<file path="config.mk">
export PLATFORM = sky130hd
export DESIGN_NAME = salru_regs
export DESIGN_NICKNAME = d
export VERILOG_FILES = /design/src/hw/rtl/salru_pkg.sv /design/src/hw/rtl/salru_regs.sv
export SDC_FILE = /design/constraint.sdc
export NUM_CORES = 1
export LEC_CHECK = 0
export BUFFER_PORTS_ARGS = -buffer_cell sky130_fd_sc_hd__buf_2
export CAP_MARGIN = 0
export CORE_MARGIN = 8
export CORE_UTILIZATION = 30
export CTS_CLUSTER_DIAMETER = 100
export CTS_CLUSTER_SIZE = 20
export DETAILED_ROUTE_END_ITERATION = 12
export PLACE_DENSITY = 0.84
export SKIP_LAST_GASP = 1
export SYNTH_ARGS = -nofsm -noshare
export SYNTH_HDL_FRONTEND = slang
export SYNTH_SLANG_ARGS = --single-unit
</file>
<file path="constraint.sdc">
create_clock -name clk -period 0.94 [get_ports clk]
set_input_delay 0.094 -clock clk [delete_from_list [all_inputs] [get_ports clk]]
set_output_delay 0.094 -clock clk [all_outputs]
set_load 0.02 [all_outputs]
</file>
<file path="src/hw/rtl/salru_pkg.sv">
// shared types and constants of the lru cache tag store
package salru_pkg;

  localparam int ADDR_W      = 32;
  localparam int BLOCK_SHIFT = 6;
  localparam int TAG_W       = ADDR_W - BLOCK_SHIFT;
  localparam int STAMP_W     = 32;
  localparam int CFG_W       = 4;
  localparam int WAY_OUT_W   = 3;
  localparam int PADDR_W     = 3;
  localparam int PDATA_W     = 32;

  localparam logic REG_INDEX_BITS = 1'b0;
  localparam logic REG_WAYS       = 1'b1;

  typedef enum logic [1:0] {
    ST_CLEAR,
    ST_IDLE,
    ST_LOOKUP
  } state_t;

  typedef struct packed {
    logic [CFG_W-1:0] index_bits;
    logic [CFG_W-1:0] ways;
  } cfg_t;

  typedef struct packed {
    logic clr_en;
    logic rd_en;
    logic upd_en;
  } ctrl_cmd_t;

  typedef struct packed {
    logic clr_last;
    logic out_busy;
  } dp_status_t;

endpackage

</file>
<file path="src/hw/rtl/salru_regs.sv">
// apb configuration registers: index bits and way count
module salru_regs (
  input  logic                           clk,
  input  logic                           rst,
  input  logic                           psel,
  input  logic                           penable,
  input  logic                           pwrite,
  input  logic [salru_pkg::PADDR_W-1:0]  paddr,
  input  logic [salru_pkg::PDATA_W-1:0]  pwdata,
  output logic [salru_pkg::PDATA_W-1:0]  prdata,
  output logic                           pready,
  output salru_pkg::cfg_t                cfg
);
  import salru_pkg::*;

  logic wr_en;

  assign pready = 1'b1;
  assign wr_en  = psel && penable && pwrite;

  always_ff @(posedge clk) begin
    if (rst) begin
      cfg.index_bits <= '0;
      cfg.ways       <= CFG_W'(1);
    end else if (wr_en) begin
      unique case (paddr[2])
        REG_INDEX_BITS: cfg.index_bits <= pwdata[CFG_W-1:0];
        REG_WAYS:       cfg.ways       <= pwdata[CFG_W-1:0];
        default: ;
      endcase
    end
  end

  always_comb begin
    unique case (paddr[2])
      REG_INDEX_BITS: prdata = PDATA_W'(cfg.index_bits);
      REG_WAYS:       prdata = PDATA_W'(cfg.ways);
      default:        prdata = '0;
    endcase
  end

endmodule

</file>
==> run metrics <==
outcome complete, but fails checks; failing checks negative setup slack; CP Data Arrival Time approximately 960 ps; Setup CP Type reg -> out; Hold Path Class in -> reg; # H-tree levels 1; sequential share of the synthesized area between 20% and 30%; Mapped Cells 68; leading cell types in the layout, fill and taps excluded conb_1 (29), nand2b_1 (11), buf_6 (11); Syn Area/Cell 9.00 µm²; FF+latch area 170 µm²; RSZ-0062 raised after global routing yes; worst reg2reg path depth 3; Peak VDD IR between 400 and 500 µV; Max Fclk 946 MHz; Req. time, crit path between 800 and 900 ps; CP Launch Point cfg[5]; first-pass GRT wire length 1990 µm; worst r2r dst cfg[0]; post-layout minimum cycle time between 1000 and 1500 ps; Vias approximately 470; HPWL after DPL approximately 1100 µm; Layout fillers 206; register-to-register setup slack between 150 and 200 ps; pwr dens ~1100 nW/µm²; fin worst setup slack -117 ps; Iter 0 DRT Violations 8; Netlist cell types 11; Total Nets Final roughly 140; total grt overflow 0; final antenna-violating net count 0; CTS tree built; P&R area growth vs syn 31.1%; biggest registers after layout cfg (8); initial antenna violation count 0; die width 61.2 µm; RePlAce Congestion around 0.67; multi-input logic area ~340 µm²; Via density between 3 and 4; worst slack at placement -25.5 ps; clk_lat worst skew roughly 250 ps; hold_ws between 100 and 150 ps; number of hold buffers added after cts 0; DRC Markers 0; largest net degree at the start of global routing 14; worst setup path endpoint prdata[1]; I/O pin cnt 81; WL final 1460 µm; Clock Pin Slew Worst Setup and Hold Paths 50 ps; top post-synthesis cells by area buf_4 (36%), dfxtp_1 (26%), mux2i_1 (13%); Setup-failing EPs final 4; commonest non-fill, non-tap cell in the layout conb_1; Die Y just over 60 µm; fraction of layout cells with a size suffix above 1 between 40 and 50%; max reg flops 8; initial core utilization 31.5%; Max clock buf depth 2; FF+latch count, synth 8; max-cap check violation count 0; Yosys warning count 0; Final Hold Fails 0; Most flops, register cfg; count of input and output buffers 21; startpoint types flip-flop; first-pass iteration count of the detailed router 4; Post-Syn Area about 600 µm²; Final Slew Violations 0; Synth top area share between 30% and 40%; wire per inst between 10 and 15 µm; cell taking the most area after synthesis buf_4; vias in the first global route roughly 460; Leak approximately 0.00043 µW; Worst setup EP type output pin; FP Rows 16; Global Route Usage Sum around 7.4%; core area around 2000 µm²; clock skew 0 ps; RR Startpoint cfg[0]; Die ar. approximately 3700 µm²; antenna cells 0; fin crit share 112%; Clock Sinks 8; Num CTS Buffers 3; Root Buffer clkbuf_4; crit-path max FO 2
critical path, cell delays in order, from the launching register on:
cell and delay, ps:
dfxtp_2 320, mux2_4 270, buf_6 130
metal layers:
metal | vias to the layer above | routed length [µm] | global-route usage [%]
met5 | - | 0 | 0
met4 | 0 | 0 | 0.997
met3 | 0 | 292 | 5.22
met2 | 39 | 743 | 13.7
met1 | 214 | 428 | 6.38
li1 | 219 | - | -
timing repair:
| item | CTS | global route |
|---|---|---|
| buffers inserted | 7 | 1 |
| pin swaps | 0 | 0 |
| hold endpoints to repair | 0 | 0 |
| resized for setup | 19 | 15 |
| setup endpoints to repair | 4 | 11 |
Yosys cell counts:
library cell  number
and4b_1            1
buf_4             29
clkbuf_1           1
clkbuf_2           1
conb_1             2
dfxtp_1            8
mux2_2             4
mux2i_1            8
nand2b_1          11
nand4_1            1
nor2_1             2
through the flow:
step | cell area (µm²) | util (%) | total power [µW] | TNS [ps] | std cells
final | 802 | 41.3 | 850 | -463 | 123
after global routing | 802 | 41.3 | 904 | -613 | 123
after CTS | 747 | 38.5 | 844 | -503 | 122
after detailed placement | 626 | 32.2 | 559 | -49.9 | 112
after global placement | 626 | 32.2 | 555 | 0 | 112
after floorplan | 713 | - | 608 | 0 | 95
worst min-delay path by stage:
stage | startpoint | to | slack [ps] | cells after the start
floorplan | pwdata[0] | cfg[4] | 250 | 2
global placement | pwdata[0] | cfg[0] | 360 | 3
detailed placement | pwdata[0] | cfg[4] | 390 | 3
CTS | pwdata[0] | cfg[4] | 110 | 3
global route | pwdata[1] | cfg[1] | 140 | 3
finish | pwdata[0] | cfg[4] | 120 | 3
logic make-up (layout without fill, tap and decap cells):
| group | after synthesis | in the layout | share of synthesized area [%] |
|---|---|---|---|
| buffers and inverters | 31 | 32 | 37.0 |
| other | 2 | 29 | 1.23 |
| DFF | 8 | 8 | 26.2 |
| muxes | 12 | 12 | 20.4 |
| and+or+nand+nor | 15 | 15 | 15.1 |
power breakdown:
part | switching, µW | total (µW) | internal, µW
logic | 166 | 240 | 73.7
clock network | 112 | 258 | 146
registers | 4.00 | 352 | 348
final cells by class:
cell class                 instances  share of cell area, %
multi-input combinational         56                   42.6
sequential                         8                   21.2
tap                               27                   4.21
timing repair buffer              29                   29.2
clock buffer                       3                   2.81
(Power assumes the default switching activity.)
