==> src/hw/rtl/salru_pkg.sv <==
// shared types and constants of the lru cache tag store
package salru_pkg;

  localparam int ADDR_W      = 32;
  localparam int BLOCK_SHIFT = 6;
  localparam int TAG_W       = ADDR_W - BLOCK_SHIFT;
  localparam int STAMP_W     = 32;
  localparam int CFG_W       = 4;
  localparam int WAY_OUT_W   = 3;
  localparam int PADDR_W     = 3;
  localparam int PDATA_W     = 32;

  localparam logic REG_INDEX_BITS = 1'b0;
  localparam logic REG_WAYS       = 1'b1;

  typedef enum logic [1:0] {
    ST_CLEAR,
    ST_IDLE,
    ST_LOOKUP
  } state_t;

  typedef struct packed {
    logic [CFG_W-1:0] index_bits;
    logic [CFG_W-1:0] ways;
  } cfg_t;

  typedef struct packed {
    logic clr_en;
    logic rd_en;
    logic upd_en;
  } ctrl_cmd_t;

  typedef struct packed {
    logic clr_last;
    logic out_busy;
  } dp_status_t;

endpackage

==> src/hw/rtl/salru_ctrl.sv <==
// controller state machine: clearing pass, accept, lookup and update
module salru_ctrl (
  input  logic                  clk,
  input  logic                  rst,
  input  logic                  in_valid,
  output logic                  in_stall,
  input  salru_pkg::dp_status_t status,
  output salru_pkg::ctrl_cmd_t  cmd
);
  import salru_pkg::*;

  state_t state;
  state_t state_next;

  always_ff @(posedge clk) begin
    if (rst) begin
      state <= ST_CLEAR;
    end else begin
      state <= state_next;
    end
  end

  always_comb begin
    state_next = state;
    unique case (state)
      ST_CLEAR: begin
        if (status.clr_last) state_next = ST_IDLE;
      end
      ST_IDLE: begin
        if (in_valid) state_next = ST_LOOKUP;
      end
      ST_LOOKUP: begin
        if (!status.out_busy) state_next = ST_IDLE;
      end
      default: state_next = ST_CLEAR;
    endcase
  end

  always_comb begin
    cmd      = '0;
    in_stall = 1'b1;
    unique case (state)
      ST_CLEAR: begin
        cmd.clr_en = 1'b1;
      end
      ST_IDLE: begin
        in_stall   = 1'b0;
        cmd.rd_en  = in_valid;
      end
      ST_LOOKUP: begin
        cmd.upd_en = !status.out_busy;
      end
      default: ;
    endcase
  end

endmodule

==> config.mk <==
export PLATFORM = sky130hd
export DESIGN_NAME = salru_ctrl
export DESIGN_NICKNAME = d
export VERILOG_FILES = /design/src/hw/rtl/salru_pkg.sv /design/src/hw/rtl/salru_ctrl.sv
export SDC_FILE = /design/constraint.sdc
export NUM_CORES = 1
export LEC_CHECK = 0
export BUFFER_PORTS_ARGS = -buffer_cell sky130_fd_sc_hd__buf_4
export CAP_MARGIN = 30
export CELL_PAD_IN_SITES_DETAIL_PLACEMENT = 1
export CELL_PAD_IN_SITES_GLOBAL_PLACEMENT = 2
export CORE_AREA = 2 2 39 41
export CTS_CLUSTER_DIAMETER = 100
export DETAILED_ROUTE_END_ITERATION = 16
export DIE_AREA = 0 0 41 43
export PLACE_DENSITY = 0.4
export SLEW_MARGIN = 0
export SYNTH_ARGS = -nofsm -noshare
export SYNTH_HDL_FRONTEND = slang
export SYNTH_SLANG_ARGS = --single-unit
==> constraint.sdc <==
create_clock -name clk -period 2.5 [get_ports clk]
set_clock_uncertainty 0.15 [all_clocks]
set_input_delay 0.375 -clock clk [delete_from_list [all_inputs] [get_ports clk]]
set_output_delay 0.375 -clock clk [all_outputs]
set_load 0.02 [all_outputs]
==> results.py <==
metrics = {
    "yosys": {
        "syn_area_per_cell_um2": 8.13,
        "synthMuxAreaShare_pct": 0,
        "synth-xor-area-share_pct": 0,
        "synthSimpleGateAreaFrac_pct": 45.1,
        "yosysTopAreaCell": "dfxtp_1",
        "synthTopCellsByArea": "dfxtp_1, nand3b_1, nor3b_2",
        "yosysSeqAreaShare_pct": 35.2,
        "ys_warn_count": 0,
        "synth_top_area_share_pct": 35.2,
        "synth.distinct_cells": 10,
        "postSynthCellCount": 14,
        "synth_compound_area_share_pct": 13.2,
        "syn-cell-area_um2": 114,
        "synthAdderAreaFrac_pct": 0,
        "synth_nets": 19,
        "synth-seq-cells": 2,
        "synth_top_family_by_area": "simple AND/OR/NAND/NOR gates",
    },
    "sta": {
        "max_slew.worst_pin.slew_ns": 0.214,
        "finalHoldViolations": 0,
        "max_slew_margin_pct": 85.7,
        "period_minus_slack_ns": 1.55,
        "setup-violations-final": 0,
        "finalCritPeriodShare_pct": 62.0,
        "max_freq_ghz": 0.645,
        "slew_violations": 0,
        "rsz0062_at_grt": "false",
        "tns_ns": 0,
        "hold_ws_ns": 0.188,
    },
    "drt": {
        "ant_nets": 0,
        "wire_per_inst_um": 9.22,
        "drc": 0,
        "via_per_inst": 3.17,
        "routed_wl_um": 378,
        "drt_pass1_iterations": 5,
        "drt_iter0_markers": 8,
        "vias": 130,
    },
    "power_and_ir_drop": {
        "power_density_nw_per_um2": 650,
        "total_power_uw": 141,
        "peakVddDrop_mv": 0.189,
        "leakage_uw": 0.000101,
    },
    "placement": {
        "place_congestion": 0.610,
        "port_buffers": 8,
        "hpwl_um": 277,
        "place_area_um2": 194,
    },
    "worst_setup_path": {
        "path_class": "reg2out",
        "crit_path_max_fanout": 6,
        "reg2reg_depth": 2,
        "arrival_ns": 1.02,
        "regToRegStartpoint": "state[0]",
        "critPathCapture": "cmd[0]",
        "cp-start-kind": "flop",
        "timing.rr.end": "state[0]",
        "rrSetupSlack_ns": 1.42,
        "cp-end-kind": "output port",
        "cp.required_ns": 1.98,
        "crit_start": "state[1]",
    },
    "grt": {
        "overflow": 0,
        "antenna_found_initial": 0,
        "grt_use_total_pct": 6.21,
        "grt_max_degree": 8,
        "grt_pass1_wl_um": 669,
        "grt_pass1_vias": 155,
    },
    "die": {
        "start_util_pct": 8.23,
        "dieHeight_um": 43,
        "core_um2": 1380,
        "pin_count": 9,
        "die_area_um2": 1760,
        "rows": 14,
        "die_x_um": 41,
    },
    "cts": {
        "cts_buffer_depth": 2,
        "cts_root_buf": "clkbuf_4",
        "ctsHoldBuffers": 0,
        "cts_inserted_buffers": 3,
        "clkSlewWorstSetupHoldPaths_ns": 0.03,
        "cts.htree.levels": 1,
        "post_cts_buffers": 0,
        "cts_repair_resize_count": 0,
        "clk-insertion-delay-late_ns": 0.22,
        "cts.sinks": 2,
        "tritoncts": "built",
    },
    "layout": {
        "reg.largest.list": "state: 2 flops",
        "regMostFlops": "state",
        "fin_area_um2": 216,
        "nets": 32,
        "layout-drive-gt1-share_pct": 48.0,
        "largest_reg_flops": 2,
        "num-fill-cells": 165,
        "num_antenna_cells": 0,
        "syn_to_final_growth_pct": 90.1,
    },
    "hold_path": {
        "hp-class": "in2reg",
    },
    "flow_run": {
        "drv_cap": 0,
    },
    "run_status": {
        "status": "finished, final reports clean",
    },
}
==> where the power goes <==
group,internal (µW),switching (µW)
combinational,15.9,14.7
sequential,34.8,4.01
clock,53.0,18.3
total,104,37.0
==> synthesized netlist by cell type <==
| cell | n |
|---|---|
| a21oi_1 | 1 |
| or2_0 | 1 |
| dfxtp_1 | 2 |
| inv_1 | 2 |
| nand2_1 | 1 |
| nor3b_2 | 1 |
| nand2b_1 | 1 |
| nor2_1 | 2 |
| a32o_1 | 1 |
| nand3b_1 | 2 |
==> worst min path at each step <==
stage              from  endpoint  slack [ns]  cells past startpoint
2_1_floorplan       rst  state[1]        0.29                      1
3_3_place_gp   state[1]  state[1]        0.40                      2
3_5_place_dp   state[1]  state[1]        0.40                      2
4_1_cts             rst  state[1]        0.18                      2
5_1_grt             rst  state[1]        0.18                      2
6_report            rst  state[1]        0.19                      2
==> layer usage <==
metal / track usage, % / up-vias / routed length, µm
li1: - / 70 / -
met1: 7.64 / 51 / 203
met2: 6.25 / 9 / 122
met3: 4.71 / 0 / 52
met4: 6.00 / 0 / 0
met5: 0 / - / 0
==> layout by cell type (no fill, tap or decap), drive strengths merged, types with 2 or more instances in the layout <==
cell    n
buf     8
clkbuf  3
dfxtp   2
inv     2
nand3b  2
nor2    2
==> critical path, cell delays in order (launching register included) <==
cell     delay [ns]
dfxtp_1        0.39
nor3b_2        0.24
buf_4          0.17
==> through the flow <==
stage	utilization (%)	worst slack [ns]	cells
2_1_floorplan	-	1.25	14
3_3_place_gp	14.0	1.09	38
3_5_place_dp	14.0	1.10	38
4_1_cts	15.6	0.914	41
5_1_grt	15.6	0.855	41
6_report	15.6	0.950	41
==> kinds of logic after synthesis <==
kind of cell    after synthesis
compound gates                2
buf+inv                       2
flops                         2
simple gates                  8
==> layout make-up <==
class | instances | area [µm²] | share of cell area, %
Timing Repair Buffer | 8 | 60.1 | 27.7
Clock buffer | 3 | 22.5 | 10.4
Sequential cell | 2 | 40.0 | 18.5
Multi-Input combinational cell | 10 | 66.3 | 30.6
Tap cell | 16 | 20.0 | 9.25
Inverter | 2 | 7.51 | 3.47
No activity file was read; power rests on OpenSTA's default activity.
